$ cat src/rtl/rafu_pkg.sv
// Shared types, widths and constants for the rotational anisotropy field unit.
// No dependencies; every other file of the block imports this package.
`timescale 1ns / 1ps
`default_nettype none

package rafu_pkg;

  // Port widths
  localparam int unsigned VecW      = 16;   // Q2.14 vector component
  localparam int unsigned KW        = 32;   // Q16.16 constant
  localparam int unsigned ResW      = 32;   // Q16.16 result

  // Projection: three Q28 products summed, rounded to Q16
  localparam int unsigned DotW      = 34;
  localparam int unsigned ProjShift = 12;
  localparam int unsigned ProjW     = 21;

  // Polynomial terms in Q32
  localparam int unsigned SqW       = 41;
  localparam int unsigned AW        = 41;   // Sz^2 - 3/7
  localparam int unsigned BW        = 42;   // 3 Sz^2 - 3/7
  localparam int unsigned ALoW      = 20;   // low slice of A
  localparam int unsigned BLoW      = 21;   // low slice of B
  localparam int unsigned PartW     = 62;   // recombined cubic products
  localparam int unsigned CubeShift = 32;
  localparam int unsigned UW        = 28;   // rnd(Sz*A, 32)
  localparam int unsigned WW        = 30;   // rnd(Sy*B, 32)

  // Scaling by k
  localparam int unsigned KuW       = 60;
  localparam int unsigned KwW       = 62;
  localparam int unsigned KShift    = 16;
  localparam int unsigned YcW       = 43;
  localparam int unsigned ZcW       = 45;

  // Final products
  localparam int unsigned YLoW      = 22;   // low slice of yc
  localparam int unsigned ZLoW      = 22;   // low slice of zc
  localparam int unsigned FldSumW   = 60;
  localparam int unsigned FldShift  = 14;
  localparam int unsigned FldW      = 46;
  localparam int unsigned EyW       = 63;
  localparam int unsigned EngShift  = 16;
  localparam int unsigned EngW      = 48;

  // Register stages from input to output register
  localparam int unsigned NumStages = 12;

  // 3/7 in Q32
  localparam logic signed [31:0] ThreeSevenths = 32'sd1840700270;

  localparam logic signed [ResW-1:0] ResMax = {1'b0, {(ResW-1){1'b1}}};
  localparam logic signed [ResW-1:0] ResMin = {1'b1, {(ResW-1){1'b0}}};

  typedef struct {
    logic signed [VecW-1:0] e [3];
    logic signed [VecW-1:0] g [3];
  } axes_t;

  typedef struct {
    logic signed [VecW-1:0] spin [3];
    axes_t                  axes;
    logic signed [KW-1:0]   k;
    logic                   last;
  } item_t;

  typedef struct {
    logic signed [ProjW-1:0] sz;
    logic signed [ProjW-1:0] sy;
    axes_t                   axes;
    logic signed [KW-1:0]    k;
    logic                    last;
  } proj_t;

  typedef struct {
    logic signed [YcW-1:0]   yc;
    logic signed [ZcW-1:0]   zc;
    logic signed [ProjW-1:0] sy;
    axes_t                   axes;
    logic                    last;
  } coef_t;

  typedef struct {
    logic signed [FldW-1:0] fld [3];
    logic signed [EngW-1:0] eng;
    logic                   last;
  } rnd_t;

  // Clamp to the signed 32-bit result range
  function automatic logic signed [ResW-1:0] sat_res(input logic signed [EngW-1:0] x);
    logic signed [ResW-1:0] r;
    if (x > EngW'(ResMax)) begin
      r = ResMax;
    end else if (x < EngW'(ResMin)) begin
      r = ResMin;
    end else begin
      r = x[ResW-1:0];
    end
    return r;
  endfunction

endpackage

`default_nettype wire

$ cat src/rtl/rafu_proj.sv
// Projection stages: spin onto easy and side axes, rounded to Q16.
// Depends on rafu_pkg.
`timescale 1ns / 1ps
`default_nettype none

module rafu_proj (
  input  logic            clk_i,
  input  logic [1:0]      en_i,
  input  rafu_pkg::item_t item_i,
  output rafu_pkg::proj_t proj_o
);
  import rafu_pkg::*;

  logic signed [2*VecW-1:0] pse_q [3];
  logic signed [2*VecW-1:0] psg_q [3];
  axes_t                    axes_q;
  logic signed [KW-1:0]     k_q;
  logic                     last_q;
  logic signed [DotW-1:0]   sz_sum;
  logic signed [DotW-1:0]   sy_sum;
  proj_t                    proj_d;
  proj_t                    proj_q;

  // Component products
  always_ff @(posedge clk_i) begin
    if (en_i[0]) begin
      for (int i = 0; i < 3; i++) begin
        pse_q[i] <= item_i.spin[i] * item_i.axes.e[i];
        psg_q[i] <= item_i.spin[i] * item_i.axes.g[i];
      end
      axes_q <= item_i.axes;
      k_q    <= item_i.k;
      last_q <= item_i.last;
    end
  end

  // Sum and round half up to Q16
  always_comb begin
    sz_sum = DotW'(pse_q[0]) + DotW'(pse_q[1]) + DotW'(pse_q[2])
           + (DotW'(1) <<< (ProjShift - 1));
    sy_sum = DotW'(psg_q[0]) + DotW'(psg_q[1]) + DotW'(psg_q[2])
           + (DotW'(1) <<< (ProjShift - 1));
    proj_d.sz   = sz_sum[ProjW+ProjShift-1:ProjShift];
    proj_d.sy   = sy_sum[ProjW+ProjShift-1:ProjShift];
    proj_d.axes = axes_q;
    proj_d.k    = k_q;
    proj_d.last = last_q;
  end

  always_ff @(posedge clk_i) begin
    if (en_i[1]) begin
      proj_q <= proj_d;
    end
  end

  assign proj_o = proj_q;

endmodule

`default_nettype wire

$ cat config.mk
export PLATFORM = sky130hd
export DESIGN_NAME = rafu_proj
export DESIGN_NICKNAME = d
export VERILOG_FILES = /design/src/rtl/rafu_pkg.sv /design/src/rtl/rafu_proj.sv
export SDC_FILE = /design/constraint.sdc
export NUM_CORES = 2
export LEC_CHECK = 0
export BUFFER_PORTS_ARGS = -buffer_cell sky130_fd_sc_hd__buf_2
export CORE_MARGIN = 4
export CORE_UTILIZATION = 46
export CTS_CLUSTER_DIAMETER = 50
export DETAILED_ROUTE_END_ITERATION = 7
export GPL_ROUTABILITY_DRIVEN = 0
export PLACE_DENSITY = 0.67
export RECOVER_POWER = 100
export SLEW_MARGIN = 0
export SYNTH_ARGS = -nofsm -noshare
export SYNTH_HDL_FRONTEND = slang
export SYNTH_SLANG_ARGS = --single-unit
export TNS_END_PERCENT = 20
$ cat constraint.sdc
create_clock -name clk_i -period 12.3 [get_ports clk_i]
set_input_delay 2.46 -clock clk_i [delete_from_list [all_inputs] [get_ports clk_i]]
set_output_delay 2.46 -clock clk_i [all_outputs]
set_load 0.02 [all_outputs]
# Word level (Yosys, flattened, before mapping)
# Memories as Yosys holds them, arrays and structs flattened.
# Cells that the tools add are included.
[word_totals] n_memories=2 rom_bits=0 inputBits=180 latch_bits=0 ramBits=192 out_inout_bits=171 wordCells=34 register_bits=300
[classes] n_shift=0 div=0 n_mux=2 bitwise=0 n_addsub=6 eq_ne=0 reduce_logical=0 multipliers=6 n_lt_le_gt_ge=0
[memory_table] name="pse_q" words=3 word_bits=32 read_ports=3 rd_ports_with_merged_regs=0 wr=3 line_no="rafu_proj.sv:14" source="logic signed [2*VecW-1:0] pse_q [3];"
[memory_table] name="psg_q" words=3 word_bits=32 read_ports=3 rd_ports_with_merged_regs=0 wr=3 line_no="rafu_proj.sv:15" source="logic signed [2*VecW-1:0] psg_q [3];"
[ops] cell="multiplier 16 x 16 -> 32 bit" n=6
[ops] cell="adder 32 x 32 -> 33 bit" n=2
[ops] cell="adder 33 x 13 -> 33 bit, second input constant" n=2
[ops] cell="adder 33 x 32 -> 33 bit" n=2
[ops] cell="two-way mux 1 bit" n=2

# Longest topological paths before layout
[logic_depth] depth_word=3 depth_mapped=25 mapped_depth_nobuf=23

# Least setup slack after synthesis
# No wires, ideal clock.
[synth_timing] path_type="in2reg" start="in item_i[144] (netlist name)" end="mem pse_q[0][95] (netlist name), data pin" arrival_ns=8.309 path_stages=21 slack_ns=3.731 required_time_ns=12.040 n_path_buf=1 setup_ns=0.260 cell_sequence="clkbuf_1 > nand2_1 > inv_1 > fa_1 > fa_1 > fa_1 > fa_1 > fa_1 > inv_1 > fa_1 > inv_1 > ha_1 > and2_1 > a221o_1 > a21o_1 > a21oi_1 > o21ai_0 > o41a_1 > a21o_1 > a21oi_1 > xnor2_1"
[synth_rtl] element="start: declaration" line_no="rafu_proj.sv:9" source="input rafu_pkg::item_t item_i,"
[synth_rtl] element="end: declaration" line_no="rafu_proj.sv:14"

==> flow_metrics.py <==
metrics = {
    "detailed_routing": {
        "totalWireLength_um": 186700,
        "ant_nets": 0,
        "drt_iter0_markers": 3229,
        "drc": 0,
        "via_per_inst": 5.176,
        "routedWlPerCell_um": 19.05,
        "first_pass_iters": 5,
        "vias": 50738,
    },
    "synthesis": {
        "synth-seq-area-share": 0.1912,
        "yosys.cell_count.top_type": "inv_1",
        "async_flop_share": 0,
        "syn_area_um2": 77270,
        "ys_ff_latch": 492,
        "syn_inst": 7329,
        "synth_top_area_frac": 0.4233,
        "yosysTopAreaCell": "fa_1",
        "syn_nets": 9755,
        "synth_edf_count": 492,
        "synthTopCellsByCount": "inv_1 (1749), fa_1 (1634), and2_1 (764), nand2_1 (754), ha_1 (612)",
        "avgSynthCellArea_um2": 10.54,
        "ys.flop_type": "edfxtp_1",
        "yosysWarnings": 0,
        "synth_cell_types": 68,
        "synth.top_cells.by_area": "fa_1 (42%), edfxtp_1 (19%), ha_1 (9.9%), inv_1 (8.5%), and2_1 (6.2%)",
    },
    "critical_path": {
        "critPathKind": "in2reg",
        "cp.arrival_ps": 9730,
        "cp-start-kind": "input port",
        "endpoint_kind": "register",
        "worstPathRequired_ps": 12580,
        "critPathMaxFanout": 79,
    },
    "floorplanning": {
        "io_pins": 351,
        "die_y_um": 417.9,
        "core-area_um2": 167000,
        "rows": 150,
        "dieArea_um2": 174600,
        "start_util": 0.4626,
        "die_width_um": 417.9,
    },
    "clock_network": {
        "path_clk_slew_ps": 60,
        "cts.htree.levels": 3,
        "cts_buffer_depth": 3,
        "cts-resized-gates": 0,
        "clkSinkCount": 492,
        "postCtsSetupRepairBufs": 0,
        "cts_tree": "built",
        "cts_hold_buf": 0,
        "worstSkewPairLatency_ps": 710,
        "numCtsBuffers": 77,
        "root_buffer": "clkbuf_16",
    },
    "outcome": {
        "violations": "capacitance limit, slew limit",
        "outcome": "complete, but fails checks",
    },
    "placement": {
        "place_inst": 9653,
        "dp_hpwl_um": 146900,
        "portBuffers": 350,
        "place_ws_ps": 2980,
    },
    "job": {
        "timing.max_cap.violations": 6,
    },
    "sta": {
        "hold_viol_final": 0,
        "relSlewSlack": -2.389,
        "setup_viol": 0,
        "worst_slack_ps": 2849,
        "finClkSkew_ps": 30.84,
        "max_slew.worst_pin.slew_ps": 5084,
        "finalMaxSlewViolations": 387,
        "rsz0062_at_grt": "false",
        "fin_crit_ps": 9451,
        "whs_ps": 413.2,
        "fmax_ghz": 0.1058,
        "period_share": 0.7683,
        "final.setup.tns_ps": 0,
    },
    "final_layout": {
        "layout-drive-gt1-share": 0.03108,
        "nets": 9954,
        "syn_to_final_growth_pct": 7.749,
        "finalNonFillerCells": 9802,
    },
    "min_path": {
        "hold_class": "reg2reg",
    },
    "global_routing": {
        "grt_start_max_net_pins": 80,
        "grt_pass1_wl_um": 304400,
        "overflow": 0,
        "antenna_found_initial": 7,
        "gr-usage-all-layers": 0.2232,
        "grt_pass1_vias": 56024,
    },
}
## registers in the layout, summed over array words and instances, names as in the netlist
name / cells
proj_o: 171
axes_q: 96
pse_q: 96
psg_q: 96
k_q: 32
last_q: 1
## path summary, 6_finish.rpt
kind,start,to,slack [ps],depth (start not counted)
hold reg to reg,axes_q[10],proj_o[43],410,0
setup / recovery,en_i[0],psg_q[0][61],2850,3
hold / removal,axes_q[10],proj_o[43],410,0
setup reg to reg,psg_q[0][74],proj_o[148],7880,12
## worst max-delay path, stage by stage
cell and delay (ps):
clkbuf_1 3480, clkbuf_1 2010, clkbuf_2 1580
## cells in the final DEF (no fill, tap or decap), types with 6 or more instances in the layout
cell / instances
inv_1: 1749
fa_1: 1634
nand2_1: 754
and2_1: 713
ha_1: 612
edfxtp_1: 492
clkbuf_1: 279
xnor2_1: 201
nor2_1: 185
a21oi_1: 156
buf_2: 79
a21o_1: 78
clkbuf_16: 77
o21ai_0: 67
and2_0: 51
xor2_1: 45
nor3_1: 41
o21a_1: 39
nand2b_1: 36
nand3_1: 31
o21bai_1: 26
a211oi_1: 22
inv_8: 16
nor2b_1: 15
nand4_1: 15
and3_1: 14
inv_6: 9
o211ai_1: 8
a31oi_1: 8
clkinvlp_4: 8
buf_4: 8
clkinv_1: 7
or3_1: 6
a211o_1: 6
## through the flow
step	area, um2	utilization
finish	83260	0.4985
global route	83250	0.4984
CTS	83690	0.5010
detailed placement	80980	0.4848
global placement	80980	0.4848
floorplan	77270	-
## per-layer routing
metal  up-vias  track usage  routed length [um]
met4         2      0.09265                8139
met1     26394       0.2863               74060
met5         -            0                  12
met3       337      0.03669               12410
met2      1554       0.3774               92120
li1      22451            -                   -
## logic make-up after synthesis
| logic type | share of synthesized area |
|---|---|
| xor+xnor | 0.02788 |
| flops | 0.1912 |
| buf+inv | 0.09671 |
| fa+ha+maj | 0.5224 |
| simple gates | 0.1205 |
| compound gates | 0.04134 |
## layout make-up
type,instances,area [um2]
well taps,2204,2758
diodes,5,12.51
multi-input cells,4846,54960
repair buffers,362,1489
fillers,15214,83770
flip-flops and latches,492,14770
inverters,1749,6565
clock buffers,82,1946
clock inverters,62,755.7
Power is not shown: default switching activity piles up to over one toggle a cycle in this logic, so the estimate is an artifact.
